$ cat src/hdl/mbe_pkg.sv
// Package for the Mandelbrot escape-time counter.
// Widths, fixed-point types, register indexes and the saturation helper.
// No dependencies.
`timescale 1ns / 1ps
`default_nettype none

package mbe_pkg;

    localparam int FRAC_BITS  = 28;
    localparam int COORD_BITS = 12;
    localparam int ITER_BITS  = 16;

    localparam int VAL_W  = 32;               // Q4.28 coordinate
    localparam int STEP_W = 31;
    localparam int OP_W   = VAL_W + 1;        // multiplier operand
    localparam int PROD_W = 2 * OP_W;
    localparam int SQ_W   = 2 * VAL_W - FRAC_BITS + 1; // scaled square or cross term
    localparam int SUM_W  = VAL_W + COORD_BITS + 2;    // widest sum before saturation
    localparam int IDX_W  = 3;
    localparam int CFG_W  = 32;

    typedef logic signed [VAL_W-1:0]  val_t;
    typedef logic        [STEP_W-1:0] step_t;
    typedef logic signed [OP_W-1:0]   op_t;
    typedef logic signed [PROD_W-1:0] prod_t;
    typedef logic signed [SQ_W-1:0]   sq_t;
    typedef logic signed [SUM_W-1:0]  sum_t;
    typedef logic [COORD_BITS-1:0]    coord_t;
    typedef logic [ITER_BITS-1:0]     iter_t;

    // register indexes
    localparam logic [IDX_W-1:0] REG_X_MIN    = 3'd0;
    localparam logic [IDX_W-1:0] REG_X_STEP   = 3'd1;
    localparam logic [IDX_W-1:0] REG_Y_MIN    = 3'd2;
    localparam logic [IDX_W-1:0] REG_Y_STEP   = 3'd3;
    localparam logic [IDX_W-1:0] REG_MAX_ITER = 3'd4;

    localparam val_t  X_MIN_RST    = 32'shE000_0000;  // -2.0
    localparam step_t X_STEP_RST   = 31'd786432;
    localparam val_t  Y_MIN_RST    = 32'shE800_0000;  // -1.5
    localparam step_t Y_STEP_RST   = 31'd786432;
    localparam iter_t MAX_ITER_RST = ITER_BITS'(255);

    localparam sum_t ESC_LIMIT = sum_t'(SUM_W'(4) << FRAC_BITS);

    localparam val_t VAL_MAX = {1'b0, {(VAL_W-1){1'b1}}};
    localparam val_t VAL_MIN = {1'b1, {(VAL_W-1){1'b0}}};

    // clamp a wide sum into the signed coordinate range
    function automatic val_t sat_val(input sum_t v);
        logic [SUM_W-VAL_W:0] top;
        top = v[SUM_W-1:VAL_W-1];
        if ((&top) || (~|top)) begin
            return v[VAL_W-1:0];
        end else if (v[SUM_W-1]) begin
            return VAL_MIN;
        end else begin
            return VAL_MAX;
        end
    endfunction

endpackage

`default_nettype wire

$ cat src/hdl/mandelbrot_escape_count.sv
// Mandelbrot escape-time counter: top level with sequencer and register file.
// Depends on mbe_pkg and mbe_mult.
// Per pixel: setup of c in states PX, PY and PC, then per iteration SQR, SQI, CRS and UPD;
//   the pixel ends when the limit is reached in SQR or when it escapes in CRS.
// Throughput: one pixel at a time; the next is taken once the result is in the
//   output register. Reset: aresetn synchronous active low, registers to defaults.
`timescale 1ns / 1ps
`default_nettype none

module mandelbrot_escape_count (
    input  wire logic                       aclk,
    input  wire logic                       aresetn,
    // config write port
    input  wire logic                       cfg_wr_en,
    input  wire logic [mbe_pkg::IDX_W-1:0]  cfg_index,
    input  wire logic [mbe_pkg::CFG_W-1:0]  cfg_wdata,
    // input stream
    input  wire logic                       s_tvalid,
    output logic                            s_tready,
    input  wire logic [23:0]                s_tdata,   // column[11:0], row[23:12]
    // result stream
    output logic                            m_tvalid,
    input  wire logic                       m_tready,
    output logic [15:0]                     m_tdata    // iter_count[15:0]
);

    localparam logic [3:0] ST_IDLE = 4'd0;
    localparam logic [3:0] ST_PX   = 4'd1;
    localparam logic [3:0] ST_PY   = 4'd2;
    localparam logic [3:0] ST_PC   = 4'd3;
    localparam logic [3:0] ST_SQR  = 4'd4;
    localparam logic [3:0] ST_SQI  = 4'd5;
    localparam logic [3:0] ST_CRS  = 4'd6;
    localparam logic [3:0] ST_UPD  = 4'd7;
    localparam logic [3:0] ST_DONE = 4'd8;

    localparam int CB = mbe_pkg::COORD_BITS;

    // config registers
    mbe_pkg::val_t  x_min_reg, y_min_reg;
    mbe_pkg::step_t x_step_reg, y_step_reg;
    mbe_pkg::iter_t max_iter_reg;

    // datapath
    logic [3:0]     state_reg, state_next;
    mbe_pkg::coord_t col_reg, row_reg;
    mbe_pkg::val_t  cx_reg, cy_reg, zr_reg, zi_reg;
    mbe_pkg::val_t  cx_next, cy_next, zr_next, zi_next;
    mbe_pkg::sq_t   sr_reg, si_reg, sr_next, si_next, sq_now, cross_term;
    mbe_pkg::iter_t iter_reg, iter_next;
    mbe_pkg::op_t   op_a, op_b;
    mbe_pkg::prod_t prod_reg;
    mbe_pkg::sum_t  pt_sum, esc_sum;
    logic           m_tvalid_reg, m_tvalid_next;
    mbe_pkg::iter_t out_reg, out_next;
    logic           out_free;

    mbe_mult u_mult (
        .aclk     (aclk),
        .op_a     (op_a),
        .op_b     (op_b),
        .prod_reg (prod_reg)
    );

    always_ff @(posedge aclk) begin
        if (!aresetn) begin
            x_min_reg    <= mbe_pkg::X_MIN_RST;
            x_step_reg   <= mbe_pkg::X_STEP_RST;
            y_min_reg    <= mbe_pkg::Y_MIN_RST;
            y_step_reg   <= mbe_pkg::Y_STEP_RST;
            max_iter_reg <= mbe_pkg::MAX_ITER_RST;
        end else if (cfg_wr_en) begin
            unique case (cfg_index)
                mbe_pkg::REG_X_MIN:    x_min_reg    <= cfg_wdata[mbe_pkg::VAL_W-1:0];
                mbe_pkg::REG_X_STEP:   x_step_reg   <= cfg_wdata[mbe_pkg::STEP_W-1:0];
                mbe_pkg::REG_Y_MIN:    y_min_reg    <= cfg_wdata[mbe_pkg::VAL_W-1:0];
                mbe_pkg::REG_Y_STEP:   y_step_reg   <= cfg_wdata[mbe_pkg::STEP_W-1:0];
                mbe_pkg::REG_MAX_ITER: max_iter_reg <= cfg_wdata[mbe_pkg::ITER_BITS-1:0];
                default: ;
            endcase
        end
    end

    assign s_tready = (state_reg == ST_IDLE);
    assign m_tvalid = m_tvalid_reg;
    assign m_tdata  = out_reg;
    assign out_free = !m_tvalid_reg || m_tready;

    // point coordinate: min + index*step, product is nonnegative
    assign pt_sum = mbe_pkg::sum_t'((state_reg == ST_PY) ? x_min_reg : y_min_reg)
                  + mbe_pkg::sum_t'(prod_reg[mbe_pkg::SUM_W-1:0]);
    assign sq_now = mbe_pkg::sq_t'(prod_reg >>> mbe_pkg::FRAC_BITS);
    assign cross_term = mbe_pkg::sq_t'(prod_reg >>> (mbe_pkg::FRAC_BITS - 1));
    assign esc_sum = mbe_pkg::sum_t'(sr_reg) + mbe_pkg::sum_t'(sq_now);

    // operand select for the shared multiplier
    always_comb begin
        op_a = mbe_pkg::op_t'(zr_reg);
        op_b = mbe_pkg::op_t'(zr_reg);
        unique case (state_reg)
            ST_PX: begin
                op_a = mbe_pkg::op_t'({1'b0, {(mbe_pkg::OP_W-CB-1){1'b0}}, col_reg});
                op_b = mbe_pkg::op_t'({1'b0, x_step_reg});
            end
            ST_PY: begin
                op_a = mbe_pkg::op_t'({1'b0, {(mbe_pkg::OP_W-CB-1){1'b0}}, row_reg});
                op_b = mbe_pkg::op_t'({1'b0, y_step_reg});
            end
            ST_SQI: begin
                op_a = mbe_pkg::op_t'(zi_reg);
                op_b = mbe_pkg::op_t'(zi_reg);
            end
            ST_CRS: begin
                op_a = mbe_pkg::op_t'(zr_reg);
                op_b = mbe_pkg::op_t'(zi_reg);
            end
            default: ;
        endcase
    end

    always_comb begin
        state_next    = state_reg;
        cx_next       = cx_reg;
        cy_next       = cy_reg;
        zr_next       = zr_reg;
        zi_next       = zi_reg;
        sr_next       = sr_reg;
        si_next       = si_reg;
        iter_next     = iter_reg;
        out_next      = out_reg;
        m_tvalid_next = m_tvalid_reg && !m_tready;
        unique case (state_reg)
            ST_IDLE: if (s_tvalid) state_next = ST_PX;
            ST_PX:   state_next = ST_PY;
            ST_PY: begin
                cx_next    = mbe_pkg::sat_val(pt_sum);
                zr_next    = mbe_pkg::sat_val(pt_sum);
                state_next = ST_PC;
            end
            ST_PC: begin
                cy_next    = mbe_pkg::sat_val(pt_sum);
                zi_next    = mbe_pkg::sat_val(pt_sum);
                iter_next  = '0;
                state_next = ST_SQR;
            end
            ST_SQR: begin
                if (iter_reg == max_iter_reg) state_next = ST_DONE;
                else                          state_next = ST_SQI;
            end
            ST_SQI: begin
                sr_next    = sq_now;
                state_next = ST_CRS;
            end
            ST_CRS: begin
                si_next = sq_now;
                if (esc_sum > mbe_pkg::ESC_LIMIT) state_next = ST_DONE;
                else                              state_next = ST_UPD;
            end
            ST_UPD: begin
                zi_next    = mbe_pkg::sat_val(mbe_pkg::sum_t'(cross_term)
                                              + mbe_pkg::sum_t'(cy_reg));
                zr_next    = mbe_pkg::sat_val(mbe_pkg::sum_t'(sr_reg) - mbe_pkg::sum_t'(si_reg)
                                              + mbe_pkg::sum_t'(cx_reg));
                iter_next  = iter_reg + mbe_pkg::iter_t'(1);
                state_next = ST_SQR;
            end
            ST_DONE: begin
                if (out_free) begin
                    out_next      = iter_reg;
                    m_tvalid_next = 1'b1;
                    state_next    = ST_IDLE;
                end
            end
            default: state_next = ST_IDLE;
        endcase
    end

    always_ff @(posedge aclk) begin
        if (!aresetn) begin
            state_reg    <= ST_IDLE;
            m_tvalid_reg <= 1'b0;
        end else begin
            state_reg    <= state_next;
            m_tvalid_reg <= m_tvalid_next;
        end
    end

    always_ff @(posedge aclk) begin
        if (s_tvalid && s_tready) begin
            col_reg <= s_tdata[CB-1:0];
            row_reg <= s_tdata[2*CB-1:CB];
        end
        cx_reg   <= cx_next;
        cy_reg   <= cy_next;
        zr_reg   <= zr_next;
        zi_reg   <= zi_next;
        sr_reg   <= sr_next;
        si_reg   <= si_next;
        iter_reg <= iter_next;
        out_reg  <= out_next;
    end

    // checks
    a_accept_starts: assert property (@(posedge aclk) disable iff (!aresetn)
        (s_tvalid && s_tready) |=> (state_reg == ST_PX))
        else $error("input transfer did not start point setup");

    a_limit_stops: assert property (@(posedge aclk) disable iff (!aresetn)
        (state_reg == ST_SQR && iter_reg == max_iter_reg) |=> (state_reg == ST_DONE))
        else $error("iteration ran past the limit");

    a_result_from_done: assert property (@(posedge aclk) disable iff (!aresetn)
        $rose(m_tvalid) |-> $past(state_reg == ST_DONE))
        else $error("result raised outside done state");

    a_done_holds: assert property (@(posedge aclk) disable iff (!aresetn)
        (state_reg == ST_DONE && !out_free) |=> (state_reg == ST_DONE && $stable(iter_reg)))
        else $error("finished count lost while output busy");

endmodule

`default_nettype wire

$ cat src/hdl/mbe_mult.sv
// Shared signed multiplier with a registered product.
// Depends on mbe_pkg for operand and product types.
`timescale 1ns / 1ps
`default_nettype none

module mbe_mult (
    input  wire logic         aclk,
    input  wire mbe_pkg::op_t op_a,
    input  wire mbe_pkg::op_t op_b,
    output mbe_pkg::prod_t    prod_reg
);

    mbe_pkg::prod_t prod_next;

    assign prod_next = mbe_pkg::prod_t'(op_a) * mbe_pkg::prod_t'(op_b);

    always_ff @(posedge aclk) begin
        prod_reg <= prod_next;
    end

endmodule

`default_nettype wire

$ cat config.mk
export PLATFORM = sky130hd
export DESIGN_NAME = mandelbrot_escape_count
export DESIGN_NICKNAME = d
export VERILOG_FILES = /design/src/hdl/mbe_pkg.sv /design/src/hdl/mandelbrot_escape_count.sv /design/src/hdl/mbe_mult.sv
export SDC_FILE = /design/constraint.sdc
export NUM_CORES = 2
export LEC_CHECK = 0
export BUFFER_PORTS_ARGS = -buffer_cell sky130_fd_sc_hd__buf_2
export CORE_MARGIN = 1.5
export CORE_UTILIZATION = 50
export DETAILED_ROUTE_END_ITERATION = 10
export PLACE_DENSITY_LB_ADDON = 0.15
export SLEW_MARGIN = 30
export SYNTH_ARGS = -nofsm -noshare
export SYNTH_HDL_FRONTEND = slang
export SYNTH_SLANG_ARGS = --single-unit
export TNS_END_PERCENT = 20
$ cat constraint.sdc
create_clock -name aclk -period 18.1 [get_ports aclk]
set_input_delay 1.81 -clock aclk [delete_from_list [all_inputs] [get_ports aclk]]
set_output_delay 1.81 -clock aclk [all_outputs]
set_load 0.02 [all_outputs]
==> metrics.log <==
[metrics] arrival time of the worst setup path: around 13 ns
[metrics] RSZ-0062 raised after global routing: no
[metrics] pin count of the biggest net entering global routing: just under 80
[metrics] ranking of synthesized cells by area: sky130_fd_sc_hd__fa_1, sky130_fd_sc_hd__edfxtp_1, sky130_fd_sc_hd__inv_1, sky130_fd_sc_hd__ha_1, sky130_fd_sc_hd__dfxtp_1
[metrics] net count after synthesis: 8,938
[metrics] area of the multi-input gates: roughly 48,000 µm²
[metrics] CTS tree: done
[metrics] Clock H-tree levels: 2
[metrics] number of violations reported at the end of detailed-routing iteration 0: 5,263
[metrics] Initial Util: 50.32%
[metrics] top flip-flop cell by instance count after synthesis: sky130_fd_sc_hd__edfxtp_1
[metrics] crit share post-route: 68.70%
[metrics] Setup Crit Path Kind: reg2reg
[metrics] clock tree buffer depth: 3
[metrics] floorplan die height: around 370 µm
[metrics] Total Wirelength: 227,400 µm
[metrics] initial antenna violation count: 11
[metrics] RePlAce Congestion: 0.9998
[metrics] most frequent standard cell in the layout excluding fill and tap cells: sky130_fd_sc_hd__inv_1
[metrics] final instance area: between 70,000 and 80,000 µm²
[metrics] clock slew at the register clock pins of the worst setup and hold paths: 0.07 ns
[metrics] core region area: 131,100 µm²
[metrics] HPWL after DPL: ~180,000 µm
[metrics] Remaining DRCs: 0
[metrics] Yosys reg bits: 470
[metrics] Worst path max stage delay: 0.76 ns
[metrics] crit-path max FO: 47
[metrics] FP Rows: 133
[metrics] count of port buffers added during placement: 81
[metrics] average cell area after synthesis: between 8 and 9 µm²
[metrics] Cell variety after synth: 101
[metrics] IO Pins: 82
[metrics] Fmax: about 0.080 GHz
[metrics] die extent in x: 366.3 µm
[metrics] CTS sink count: 470
[metrics] GR Util All Layers: 34.27%
[metrics] number of CTS-inserted buffers: 50
[metrics] Max Cap Viol: 0
[metrics] class of the tightest hold or removal check: reg2reg
[metrics] number of cell instances on the worst register-to-register path: 34
[metrics] setup TNS: 0 ns
[metrics] post-synth top area share: around a third
[metrics] cell count after synthesis: 7,346
[metrics] R2R Setup Slk: approximately 5.7 ns
[metrics] wire length of the first global-routing pass: ~340,000 µm
[metrics] fraction of registers with async set/reset: 0%
[metrics] category of the worst setup path launch point: register
[metrics] Mapped Area: roughly 66,000 µm²
[metrics] shortest period the worst path allows: 12.44 ns
[metrics] Post-Route Skew: 0.03648 ns
[metrics] number of fill cells in the layout: 12,212
[metrics] Least-Margin Pin Slew: 1.094 ns
[metrics] end of the worst hold path: x_min_reg[12]$_SDFFE_PN0P_
[metrics] kind of capture point of the worst setup path: register
[metrics] die footprint: 134,200 µm²
[metrics] Crit path required time: 18.65 ns
[metrics] number of instances resized during post-cts repair: 0
[metrics] number of flip-flops under the largest register name: 65
[metrics] Pre-antenna DRT Iters: 9
[metrics] final setup vio count: 0
[metrics] vias per cell: 5.818
[metrics] Net count, final: 8,843
[metrics] non-filler instance count after layout: ~9,100
[metrics] DP Area: 68,400 µm²
[metrics] Yosys warning total: 0
[metrics] cell type with the highest aggregate area in the netlist: sky130_fd_sc_hd__fa_1
[metrics] Final Max Tran Viols: 0
[metrics] most repeated library cell on the critical path: sky130_fd_sc_hd__fa_1
[metrics] capture point of the worst reg-to-reg path: u_mult.prod_reg[62]$_DFF_P_
[metrics] post-route ant nets: 0
[metrics] master cell of the clock root buffer: sky130_fd_sc_hd__clkbuf_16
[metrics] number of global-route vias before repair: 53,410
[metrics] routed length per instance: around 25 µm
[metrics] Relative slew margins: 27.08%
[metrics] GRT Residual Overflow: 0
[metrics] total via count after detailed routing: 52,668
[metrics] most frequent cells in the layout: sky130_fd_sc_hd__inv_1, sky130_fd_sc_hd__fa_1, sky130_fd_sc_hd__nand2_1
[metrics] FF-to-FF Start: state_reg[3]$_SDFFE_PN0P_
[metrics] sequential element share of the synthesized area: 18.17%
[metrics] sequential cell area: ~12,000 µm²
[metrics] critical-path cell with the highest stage delay: sky130_fd_sc_hd__or3_1
[metrics] hold path start: x_min_reg[12]$_SDFFE_PN0P_
[metrics] cell count of the worst hold path: 2
[metrics] result of the run: finished clean
[metrics] CTS Hold Buffers Added: 0
[metrics] fraction of layout instances using a drive strength above 1: 6.211%
[metrics] Area Growth Syn to Fin: 6.438%
[metrics] number of enable flip-flop cells after synthesis: 258
[metrics] number of setup buffers added after CTS: 0
[metrics] Final Hold Violating Endpoints: 0
[metrics] number of placed instances, taps included: just under 9,000
[metrics] clock latency of the later-clocked register in the worst-skew pair: 0.66 ns
[cell usage after synthesis (all sizes together) (132+ instances only)]
master and number:
inv 1396, xnor2 132, a21oi 228, fa 1154, nor2 808, a21boi 137
ha 374, nand2 931, dfxtp 212, clkbuf 315, edfxtp 258, o21ai 177
[per-layer routing]
metal | vias up | track usage (%) | wire, µm
li1 | 23031 | - | -
met1 | 26877 | 46.72 | 92960
met2 | 2256 | 53.88 | 102900
met3 | 494 | 6.370 | 19950
met4 | 10 | 14.14 | 11550
met5 | - | 0 | 59
[how the worst max path moves through the flow]
stage,from,cells past startpoint,slack [ns],endpoint
2_1_floorplan,state_reg[2]$_SDFFE_PN0P_,36,6.96,u_mult.prod_reg[62]$_DFF_P_
3_3_place_gp,state_reg[3]$_SDFFE_PN0P_,34,6.01,u_mult.prod_reg[62]$_DFF_P_
3_5_place_dp,state_reg[3]$_SDFFE_PN0P_,34,5.84,u_mult.prod_reg[61]$_DFF_P_
4_1_cts,state_reg[3]$_SDFFE_PN0P_,34,5.81,u_mult.prod_reg[61]$_DFF_P_
5_1_grt,state_reg[3]$_SDFFE_PN0P_,34,4.94,u_mult.prod_reg[61]$_DFF_P_
6_report,state_reg[3]$_SDFFE_PN0P_,34,5.66,u_mult.prod_reg[62]$_DFF_P_
[final cells by class]
class / count / area share (%)
multi-input cells: 5127 / 67.84
clock inverters: 35 / 0.7287
flip-flops and latches: 470 / 17.07
diodes: 5 / 0.01782
repair buffers: 205 / 1.917
inverters: 1397 / 7.466
clock buffers: 59 / 1.830
well taps: 1755 / 3.127
[cell families (layout without fill, tap and decap cells)]
| kind of cell | count (synthesis) | in the layout | synth area share (%) |
|---|---|---|---|
| buffers and inverters | 1749 | 1696 | 10.03 |
| multiplexers | 44 | 44 | 0.7320 |
| adder cells (fa/ha/maj) | 1528 | 1528 | 42.10 |
| flip-flops | 470 | 470 | 18.17 |
| other | 0 | 5 | 0 |
| AND/OR/NAND/NOR | 2244 | 2244 | 14.59 |
| AO/OA/AOI/OAI | 1099 | 1099 | 11.53 |
| XOR/XNOR | 212 | 212 | 2.835 |
[metrics by stage]
stage                     worst slack, ns  hold WS [ns]  utilization [%]
final                               5.665        0.4612            53.56
after global routing                4.938        0.4805            53.55
after CTS                           5.812        0.4635            53.53
after detailed placement            5.837        0.4502            52.16
after global placement              6.013        0.4472            52.14
after floorplan                     6.956        0.4296                -
[critical path: cells and delay by family (launching register included)]
family / cells / cell delay [ns]
simple gates: 12 / 4.28
fa+ha+maj: 9 / 4.62
buf+inv: 7 / 1.11
flops: 1 / 0.53
compound gates: 5 / 1.64
xor+xnor: 1 / 0.12
Power is not shown: default switching activity piles up to over one toggle a cycle in this logic, so the estimate is an artifact.
